--- src/hw/rtl/hfa_pkg.sv ---
`default_nettype none

package hfa_pkg;

	// Fixed field widths
	localparam int unsigned FUNC_W   = 2;
	localparam int unsigned BASE_W   = 12;
	localparam int unsigned SIZE_W   = 13;
	localparam int unsigned STAT_W   = 2;
	localparam int unsigned POLICY_W = 2;

	// Memory size the free total saturates at (fits in SIZE_W)
	localparam int unsigned MEM_BYTES = 4096;

	// Default table depth
	localparam int unsigned MAX_HOLES_DEF = 64;

	// Configuration port
	localparam int unsigned PADDR_W = 3;
	localparam int unsigned PDATA_W = 32;
	localparam logic        REG_FIT_POLICY = 1'b0;

	// Operation codes
	localparam logic [FUNC_W-1:0] FN_CLEAR   = 2'd0;
	localparam logic [FUNC_W-1:0] FN_APPEND  = 2'd1;
	localparam logic [FUNC_W-1:0] FN_REQUEST = 2'd2;

	// Fit policies (anything else behaves as first fit)
	localparam logic [POLICY_W-1:0] FIRST = 2'd0;
	localparam logic [POLICY_W-1:0] BEST  = 2'd1;
	localparam logic [POLICY_W-1:0] WORST = 2'd2;

	// Result status codes
	localparam logic [STAT_W-1:0] ST_OK      = 2'd0;
	localparam logic [STAT_W-1:0] ST_COMPACT = 2'd1;
	localparam logic [STAT_W-1:0] ST_OOM     = 2'd2;
	localparam logic [STAT_W-1:0] ST_FULL    = 2'd3;

	typedef struct packed {
		logic [FUNC_W-1:0] func;
		logic [BASE_W-1:0] hole_base;
		logic [SIZE_W-1:0] hole_size;
		logic [SIZE_W-1:0] req_size;
	} in_item_t;

	typedef struct packed {
		logic [STAT_W-1:0] status;
		logic [BASE_W-1:0] alloc_base;
		logic [SIZE_W-1:0] free_bytes;
	} out_item_t;

	typedef enum logic [1:0] {
		ST_IDLE,
		ST_EXEC,
		ST_SCAN,
		ST_FINISH
	} hfa_state_t;

	// Controller -> datapath
	typedef struct packed {
		logic accept;    // latch incoming request
		logic exec;      // apply clear / append
		logic scan_run;  // walk the hole table
		logic out_load;  // move result into output register
	} hfa_cmd_t;

	// Datapath -> controller
	typedef struct packed {
		logic scan_done;
		logic out_free;
	} hfa_stat_t;

endpackage

`default_nettype wire

--- src/hw/rtl/hfa_ram.sv ---
`default_nettype none

module hfa_ram #(
	parameter int unsigned WIDTH = 8,
	parameter int unsigned DEPTH = 64
) (
	input  wire                     clk,
	input  wire                     we,
	input  wire [$clog2(DEPTH)-1:0] waddr,
	input  wire [WIDTH-1:0]         wdata,
	input  wire [$clog2(DEPTH)-1:0] raddr,
	output logic [WIDTH-1:0]        rdata
);

	logic [WIDTH-1:0] mem_q [DEPTH];

	always_ff @(posedge clk) begin
		if (we) begin
			mem_q[waddr] <= wdata;
		end
		rdata <= mem_q[raddr];
	end

endmodule

`default_nettype wire

--- src/hw/rtl/hfa_dp.sv ---
`default_nettype none

module hfa_dp
	import hfa_pkg::*;
#(
	parameter int unsigned MAX_HOLES = MAX_HOLES_DEF
) (
	input  wire                   clk,
	input  wire                   arst_n,
	input  wire in_item_t         in_data,
	input  wire  [POLICY_W-1:0]   fit_policy,
	input  wire hfa_cmd_t         cmd,
	output hfa_stat_t             stat,
	input  wire                   out_stall,
	output logic                  out_valid,
	output out_item_t             out_data
);

	localparam int unsigned CNT_W = $clog2(MAX_HOLES + 1);
	localparam int unsigned IDX_W = $clog2(MAX_HOLES);
	localparam int unsigned ENT_W = BASE_W + SIZE_W;
	localparam logic [CNT_W-1:0]  MAX_CNT = CNT_W'(MAX_HOLES);
	localparam logic [SIZE_W:0]   MEM_SAT = (SIZE_W+1)'(MEM_BYTES);

	// latched request
	logic [FUNC_W-1:0] func_q;
	logic [BASE_W-1:0] hbase_q;
	logic [SIZE_W-1:0] hsize_q;
	logic [SIZE_W-1:0] req_q;

	// table state
	logic [CNT_W-1:0]  count_q;
	logic [SIZE_W-1:0] free_total_q;
	logic              full_q;

	// scan state
	logic [CNT_W-1:0]  scan_idx_q;
	logic              rd_vld_s1;
	logic              found_q;
	logic [SIZE_W-1:0] pick_size_q;
	logic [BASE_W-1:0] pick_base_q;

	// output register
	logic              out_valid_q;
	out_item_t         out_q;

	logic              tbl_full;
	logic              ram_we;
	logic [ENT_W-1:0]  ram_rdata;
	logic [BASE_W-1:0] rd_base;
	logic [SIZE_W-1:0] rd_size;
	logic              issue;
	logic              fits;
	logic              take;
	logic [SIZE_W:0]   sum;
	out_item_t         res;

	assign tbl_full = (count_q >= MAX_CNT);
	assign ram_we   = cmd.exec && (func_q == FN_APPEND) && !tbl_full;
	assign sum      = {1'b0, free_total_q} + {1'b0, hsize_q};

	hfa_ram #(
		.WIDTH(ENT_W),
		.DEPTH(MAX_HOLES)
	) u_ram (
		.clk   (clk),
		.we    (ram_we),
		.waddr (count_q[IDX_W-1:0]),
		.wdata ({hbase_q, hsize_q}),
		.raddr (scan_idx_q[IDX_W-1:0]),
		.rdata (ram_rdata)
	);

	assign rd_base = ram_rdata[ENT_W-1:SIZE_W];
	assign rd_size = ram_rdata[SIZE_W-1:0];
	assign issue   = cmd.scan_run && (scan_idx_q < count_q);
	assign fits    = rd_vld_s1 && (req_q <= rd_size);

	always_comb begin
		take = 1'b0;
		if (fits) begin
			if (!found_q) begin
				take = 1'b1;
			end else if (fit_policy == BEST) begin
				take = (rd_size < pick_size_q);
			end else if (fit_policy == WORST) begin
				take = (rd_size > pick_size_q);
			end
		end
	end

	always_ff @(posedge clk) begin
		if (cmd.accept) begin
			func_q  <= in_data.func;
			hbase_q <= in_data.hole_base;
			hsize_q <= in_data.hole_size;
			req_q   <= in_data.req_size;
		end
		if (take) begin
			pick_size_q <= rd_size;
			pick_base_q <= rd_base;
		end
		if (cmd.out_load) begin
			out_q <= res;
		end
	end

	always_ff @(posedge clk or negedge arst_n) begin
		if (!arst_n) begin
			count_q      <= '0;
			free_total_q <= '0;
			full_q       <= 1'b0;
			scan_idx_q   <= '0;
			rd_vld_s1    <= 1'b0;
			found_q      <= 1'b0;
			out_valid_q  <= 1'b0;
		end else begin
			rd_vld_s1 <= issue;
			if (cmd.accept) begin
				full_q     <= 1'b0;
				found_q    <= 1'b0;
				scan_idx_q <= '0;
			end else begin
				if (issue) begin
					scan_idx_q <= scan_idx_q + 1'b1;
				end
				if (take) begin
					found_q <= 1'b1;
				end
			end
			if (cmd.exec) begin
				case (func_q)
					FN_CLEAR: begin
						count_q      <= '0;
						free_total_q <= '0;
					end
					FN_APPEND: begin
						if (tbl_full) begin
							full_q <= 1'b1;
						end else begin
							count_q      <= count_q + 1'b1;
							free_total_q <= (sum > MEM_SAT) ? MEM_SAT[SIZE_W-1:0]
							                                : sum[SIZE_W-1:0];
						end
					end
					default: begin
					end
				endcase
			end
			if (cmd.out_load) begin
				out_valid_q <= 1'b1;
			end else if (!out_stall) begin
				out_valid_q <= 1'b0;
			end
		end
	end

	always_comb begin
		res.status     = ST_OK;
		res.alloc_base = '0;
		res.free_bytes = free_total_q;
		case (func_q)
			FN_APPEND: begin
				if (full_q) begin
					res.status = ST_FULL;
				end
			end
			FN_REQUEST: begin
				if (found_q) begin
					res.alloc_base = pick_base_q;
				end else if (req_q <= free_total_q) begin
					res.status = ST_COMPACT;
				end else begin
					res.status = ST_OOM;
				end
			end
			default: begin
			end
		endcase
	end

	assign stat.scan_done = cmd.scan_run && !issue && !rd_vld_s1;
	assign stat.out_free  = !out_valid_q || !out_stall;
	assign out_valid      = out_valid_q;
	assign out_data       = out_q;

	a_count_bound: assert property (@(posedge clk) disable iff (!arst_n)
		count_q <= MAX_CNT)
		else $error("hole count above table depth");

	a_free_bound: assert property (@(posedge clk) disable iff (!arst_n)
		free_total_q <= MEM_SAT[SIZE_W-1:0])
		else $error("free total above memory size");

	a_pick_fits: assert property (@(posedge clk) disable iff (!arst_n)
		found_q |-> (req_q <= pick_size_q))
		else $error("picked hole smaller than request");

	a_load_shows: assert property (@(posedge clk) disable iff (!arst_n)
		cmd.out_load |=> out_valid_q)
		else $error("loaded result not presented");

endmodule

`default_nettype wire

--- src/hw/rtl/hfa_ctrl.sv ---
`default_nettype none

module hfa_ctrl
	import hfa_pkg::*;
(
	input  wire            clk,
	input  wire            arst_n,
	input  wire            in_valid,
	input  wire            in_req,
	input  wire hfa_stat_t stat,
	output logic           in_stall,
	output hfa_cmd_t       cmd
);

	hfa_state_t state_q;
	hfa_state_t state_nxt;

	always_ff @(posedge clk or negedge arst_n) begin
		if (!arst_n) begin
			state_q <= ST_IDLE;
		end else begin
			state_q <= state_nxt;
		end
	end

	always_comb begin
		state_nxt = state_q;
		case (state_q)
			ST_IDLE: begin
				if (in_valid) begin
					state_nxt = in_req ? ST_SCAN : ST_EXEC;
				end
			end
			ST_EXEC: state_nxt = ST_FINISH;
			ST_SCAN: begin
				if (stat.scan_done) begin
					state_nxt = ST_FINISH;
				end
			end
			ST_FINISH: begin
				if (stat.out_free) begin
					state_nxt = ST_IDLE;
				end
			end
			default: state_nxt = ST_IDLE;
		endcase
	end

	always_comb begin
		in_stall     = 1'b1;
		cmd.accept   = 1'b0;
		cmd.exec     = 1'b0;
		cmd.scan_run = 1'b0;
		cmd.out_load = 1'b0;
		case (state_q)
			ST_IDLE: begin
				in_stall   = 1'b0;
				cmd.accept = in_valid;
			end
			ST_EXEC:   cmd.exec     = 1'b1;
			ST_SCAN:   cmd.scan_run = 1'b1;
			ST_FINISH: cmd.out_load = stat.out_free;
			default: begin
			end
		endcase
	end

	a_accept_idle: assert property (@(posedge clk) disable iff (!arst_n)
		cmd.accept |=> (state_q == ST_SCAN || state_q == ST_EXEC))
		else $error("accepted request did not start work");

	a_exec_finish: assert property (@(posedge clk) disable iff (!arst_n)
		cmd.exec |=> (state_q == ST_FINISH))
		else $error("table update not followed by finish");

	a_load_idle: assert property (@(posedge clk) disable iff (!arst_n)
		cmd.out_load |=> (state_q == ST_IDLE))
		else $error("result load did not return to idle");

endmodule

`default_nettype wire

--- src/hw/rtl/hole_fit_allocator.sv ---
// Free-hole table with first / best / worst fit allocation.
//
// Input channel (in_valid, in_stall, in_data): each request carries func.
//   Clear empties the table and the free total; append, if not full, stores
//   one hole (base, size) and adds its size to the free total, saturating
//   at memory size; request scans the table for a hole of at least req_size.
// Output channel (out_valid, out_stall, out_data): one result per request
//   with status, alloc_base and the free total after the operation.
// The fit policy register sits at byte address 0 of the APB port.
// Timing: one request at a time. Clear and append go through accept, table
//   update and result load. A request goes through accept, the scan and
//   result load: the scan reads one table entry per cycle from the hole RAM
//   with registered read, then waits out the read and sees the scan end.
//   The result shows in the cycle after the load.
// The finished result sits in an output register, so the block takes the
//   next request while that result waits. A stalled result holds; a second
//   result waits in the finish step until the register frees up.
// Reset empties the table, zeroes the free total and sets first fit. Hole
//   entries are not cleared: only entries below the hole count are read.
`default_nettype none

module hole_fit_allocator
	import hfa_pkg::*;
#(
	parameter int unsigned MAX_HOLES = MAX_HOLES_DEF
) (
	input  wire                clk,
	input  wire                arst_n,
	// request channel
	input  wire                in_valid,
	output logic               in_stall,
	input  wire in_item_t      in_data,
	// result channel
	output logic               out_valid,
	input  wire                out_stall,
	output out_item_t          out_data,
	// APB configuration port
	input  wire                psel,
	input  wire                penable,
	input  wire                pwrite,
	input  wire [PADDR_W-1:0]  paddr,
	input  wire [PDATA_W-1:0]  pwdata,
	output logic [PDATA_W-1:0] prdata,
	output logic               pready
);

	logic [POLICY_W-1:0] fit_policy_q;
	logic                cfg_wr;
	logic                in_req;
	hfa_cmd_t            cmd;
	hfa_stat_t           stat;

	// Registers are word-spaced; paddr[2] selects the register.
	assign pready = 1'b1;
	assign cfg_wr = psel && penable && pwrite && pready;

	always_ff @(posedge clk or negedge arst_n) begin
		if (!arst_n) begin
			fit_policy_q <= FIRST;
		end else if (cfg_wr && (paddr[2] == REG_FIT_POLICY)) begin
			fit_policy_q <= pwdata[POLICY_W-1:0];
		end
	end

	always_comb begin
		prdata = '0;
		if (paddr[2] == REG_FIT_POLICY) begin
			prdata = {{(PDATA_W-POLICY_W){1'b0}}, fit_policy_q};
		end
	end

	// Requests go to the scan; everything else is a single table update.
	assign in_req = (in_data.func == FN_REQUEST);

	hfa_ctrl u_ctrl (
		.clk      (clk),
		.arst_n   (arst_n),
		.in_valid (in_valid),
		.in_req   (in_req),
		.stat     (stat),
		.in_stall (in_stall),
		.cmd      (cmd)
	);

	hfa_dp #(
		.MAX_HOLES(MAX_HOLES)
	) u_dp (
		.clk        (clk),
		.arst_n     (arst_n),
		.in_data    (in_data),
		.fit_policy (fit_policy_q),
		.cmd        (cmd),
		.stat       (stat),
		.out_stall  (out_stall),
		.out_valid  (out_valid),
		.out_data   (out_data)
	);

endmodule

`default_nettype wire
--- config.mk ---
export PLATFORM = sky130hd
export DESIGN_NAME = hole_fit_allocator
export DESIGN_NICKNAME = d
export VERILOG_FILES = /design/src/hw/rtl/hfa_pkg.sv /design/src/hw/rtl/hfa_ram.sv /design/src/hw/rtl/hfa_dp.sv /design/src/hw/rtl/hfa_ctrl.sv /design/src/hw/rtl/hole_fit_allocator.sv
export SDC_FILE = /design/constraint.sdc
export NUM_CORES = 2
export LEC_CHECK = 0
export BUFFER_PORTS_ARGS = -buffer_cell sky130_fd_sc_hd__buf_2
export CAP_MARGIN = 15
export CORE_MARGIN = 4
export CORE_UTILIZATION = 29
export DETAILED_ROUTE_END_ITERATION = 12
export PLACE_DENSITY_LB_ADDON = 0.08
export SETUP_SLACK_MARGIN = 0.5
export SLEW_MARGIN = 20
export SYNTH_ARGS = -nofsm -noshare
export SYNTH_HDL_FRONTEND = slang
export SYNTH_HIERARCHICAL = 1
export SYNTH_SLANG_ARGS = --single-unit
--- constraint.sdc ---
create_clock -name clk -period 6.6 [get_ports clk]
set_clock_uncertainty 0.2 [all_clocks]
set_input_delay 0.66 -clock clk [delete_from_list [all_inputs] [get_ports clk]]
set_output_delay 0.66 -clock clk [all_outputs]
set_load 0.02 [all_outputs]
==> metrics.yaml <==
outcome:
  status: "finished clean"
clock_tree:
  cts_sinks: 1752
  cts-hold-fix-buffers: 46
  cts_tree: "yes"
  h-tree-depth: 4
  path_clk_slew_ps: 60
  cts_resized: 0
  numCtsBuffers: 198
  cts_setup_buffers: 0
  clock_path_buffers: 3
  clk_latency_ps: 820
  root_buffer: "clkbuf_16"
power_and_ir_drop:
  intPower_mw: 22.0
  vdd_drop_max_v: 0.000241
  total_leakage_power_nw: 24.9
  switching_share_pct: 30.8
  switchingPower_mw: 9.77
  combPwrFrac_pct: 24.8
  powerDensity_nw_per_um2: 396
  seq_power_share_pct: 41.9
  power.share.clock_pct: 33.3
logic_synthesis:
  synth_area_per_cell_um2: 20.5
  synthArstFlopShare_pct: 2.00
  yosysMostFrequentCell: "edfxtp_1"
  synth_compound_area_share_pct: 4.01
  synth_enable_flop_cells: 1692
  synth-simple-area-share_pct: 2.29
  synthAdderAreaFrac_pct: 1.28
  yosysSeqAreaShare_pct: 75.6
  synthMuxAreaShare_pct: 14.2
  synthXorXnorAreaFrac_pct: 0.203
  ys_seq_elements: 1752
  yosys.area.top_type: "edfxtp_1"
  synth_common_cells: "edfxtp_1 (1692), mux4_2 (302), mux2i_1 (135)"
  yosys_warnings: 6
  synth.cell_area_um2: 69000
  synthTopCellsByArea: "edfxtp_1 (74%), mux4_2 (9.9%), mux2_2 (2.1%)"
  synth_top_area_share_pct: 73.6
  synth_top_family_by_area: "multiplexers"
  synth.distinct_cells: 77
  syn_inst: 3375
  ys.flop_type: "edfxtp_1"
setup_path:
  cp-end-kind: "register"
  crit_type: "register to register"
  critPathLaunchType: "register"
  crit_arrival_ps: 4620
  required_ps: 7140
  crit_fanout: 91
global_route:
  antenna_found_initial: 14
  grt_max_degree: 92
  grt_pass1_vias: 33900
  grt_pass1_wl_um: 281000
  grt-ovfl-total: 0
  grt_use_total_pct: 16.4
route:
  drt_wl_total_um: 204000
  postRouteAntennaNets: 0
  drt_iter0_markers: 2489
  drt-pass1-iter-count: 5
  remaining_drc_errors: 0
  wl_per_cell_um: 29.3
  viasPerCell: 4.81
  route.vias.total: 33400
timing:
  finalSetupTns_ps: 0
  drv_slew: 0
  tightest_slew_ps: 1130
  fin_crit_ps: 4090
  grt_setup_unrepaired: "false"
  setup_viol: 0
  hold_viol_final: 0
  period_share_pct: 61.9
  maxSlewHeadroom_pct: 24.4
  whs_ps: 117
  fmax_mhz: 245
floorplanning:
  io_pins: 144
  fp.dieH_um: 496
  coreArea_um2: 236000
  die_area_um2: 246000
  initial_core_util_pct: 29.2
  rows: 178
  fp.dieW_um: 496
final_layout:
  fin_area_um2: 80300
  drive_gt1_share_pct: 25.6
  area_growth_pct: 16.3
  final_nets: 3783
placed_design:
  dp_hpwl_um: 117000
  dpl_cell_area_um2: 73400
  place_congestion: 0.735
  port_buffers: 80
worst_hold_path:
  hp-class: "primary input to register"
flow_run:
  drv_cap: 0
## logic make-up (layout without fill, tap and decap cells)
logic type	after synthesis	count (layout)
compound gates	396	396
xor+xnor	16	16
fa+ha+maj	70	70
buf+inv	261	641
flops	1752	1752
mux	573	573
other cells	2	42
simple gates	305	305
## critical path, cell delays in order, from the launching register on
cell and delay [ps]:
dfrtp_4 940, buf_12 400, buf_12 500, mux2_2 260, o22ai_1 130, o21ai_0 770, o311ai_2 470, a21oi_1 240
## layout make-up
| cell class | count | area [um2] |
|---|---|---|
| fill | 22200 | 156000 |
| sequential | 1752 | 52200 |
| multi-input combinational | 1391 | 15800 |
| clock buffer | 263 | 5290 |
| tap | 3150 | 3940 |
| timing repair buffer | 229 | 1930 |
| clock inverter | 90 | 861 |
| inverter | 59 | 221 |
| antenna | 11 | 27.5 |
## power groups by stage
stage	logic (mW)	clock network [mW]	registers [mW]
after floorplan	4.85	0	13.5
after CTS	8.11	10.9	13.3
final	7.87	10.6	13.3
after global routing	8.42	11.4	13.3
after detailed placement	8.06	0	13.6
after global placement	8.07	0	13.5
## metrics by stage
stage          setup WS (ps)  util (%)  power, mW  std cells
2_1_floorplan           2940         -       18.4       3404
3_3_place_gp            2440      31.1       21.6       6527
3_5_place_dp            2350      31.1       21.6       6528
4_1_cts                 2290      33.9       32.4       6927
5_1_grt                 2380      34.0       33.2       6935
6_report                2510      34.0       31.8       6945
## registers in the layout, summed over array words and instances, names as in the netlist
signal / flops
fit_policy_q: 2
u_dp/u_ram/mem_q: 1600
u_dp/free_total_q: 13
u_dp/pick_base_q: 12
u_dp/func_q: 2
u_dp/out_valid: 1
u_dp/full_q: 1
u_dp/u_ram/rdata: 25
u_dp/count_q: 7
u_dp/req_q: 13
u_dp/hbase_q: 12
u_ctrl/state_q: 2
u_dp/found_q: 1
u_dp/pick_size_q: 13
u_dp/scan_idx_q: 7
u_dp/out_data: 27
u_dp/hsize_q: 13
u_dp/rd_vld_s1: 1
## final timing paths
kind | from | end | slack [ps] | depth (start not counted)
max in group asynchronous | arst_n | u_dp/scan_idx_q[2]$_DFFE_PN0P_ | 5570 | 2
worst max-delay path | u_dp/scan_idx_q[0]$_DFFE_PN0P_ | u_dp/u_ram/rdata[16]$_DFF_P_ | 2510 | 7
min in group asynchronous | arst_n | u_dp/out_valid$_DFFE_PN0P_ | 170 | 2
worst max register to register | u_dp/scan_idx_q[0]$_DFFE_PN0P_ | u_dp/u_ram/rdata[16]$_DFF_P_ | 2510 | 7
worst min register to register | u_dp/u_ram/rdata[16]$_DFF_P_ | u_dp/pick_base_q[3]$_DFFE_PP_ | 200 | 0
worst min-delay path | in_valid | u_dp/hbase_q[8]$_DFFE_PP_ | 120 | 3
## routing by layer
layer	vias to the layer above	GRT usage, %	routed length (um)
met3	253	2.60	8560
li1	14400	-	-
met5	-	0	13
met1	17900	23.1	94000
met4	2	5.50	6430
met2	788	26.0	94500
## cells in the final DEF, fill, tap and decap left out, types with 10 or more instances in the layout
master,n
nand4_1,15
o22ai_1,98
ha_1,69
clkbuf_16,202
nand2b_1,10
a22oi_1,27
mux4_2,302
nor2b_1,28
clkbuf_1,60
o211ai_1,25
clkinv_1,45
dfxtp_1,25
nand3_1,11
inv_1,59
conb_1,31
mux2i_1,135
a21o_1,26
nor2_4,59
buf_2,79
nor2_1,51
buf_12,14
buf_4,84
nand2_1,30
bufinv_16,15
a211oi_1,22
dfrtp_1,30
clkinv_2,16
a21oi_1,43
edfxtp_1,1692
o311ai_1,17
a22o_1,29
mux2_2,126
o21ai_0,54
and3_1,14
dlygate4sd3_1,46
nor3_1,28
diode_2,11
xnor2_1,12
a22oi_2,10
(Power assumes the default switching activity.)
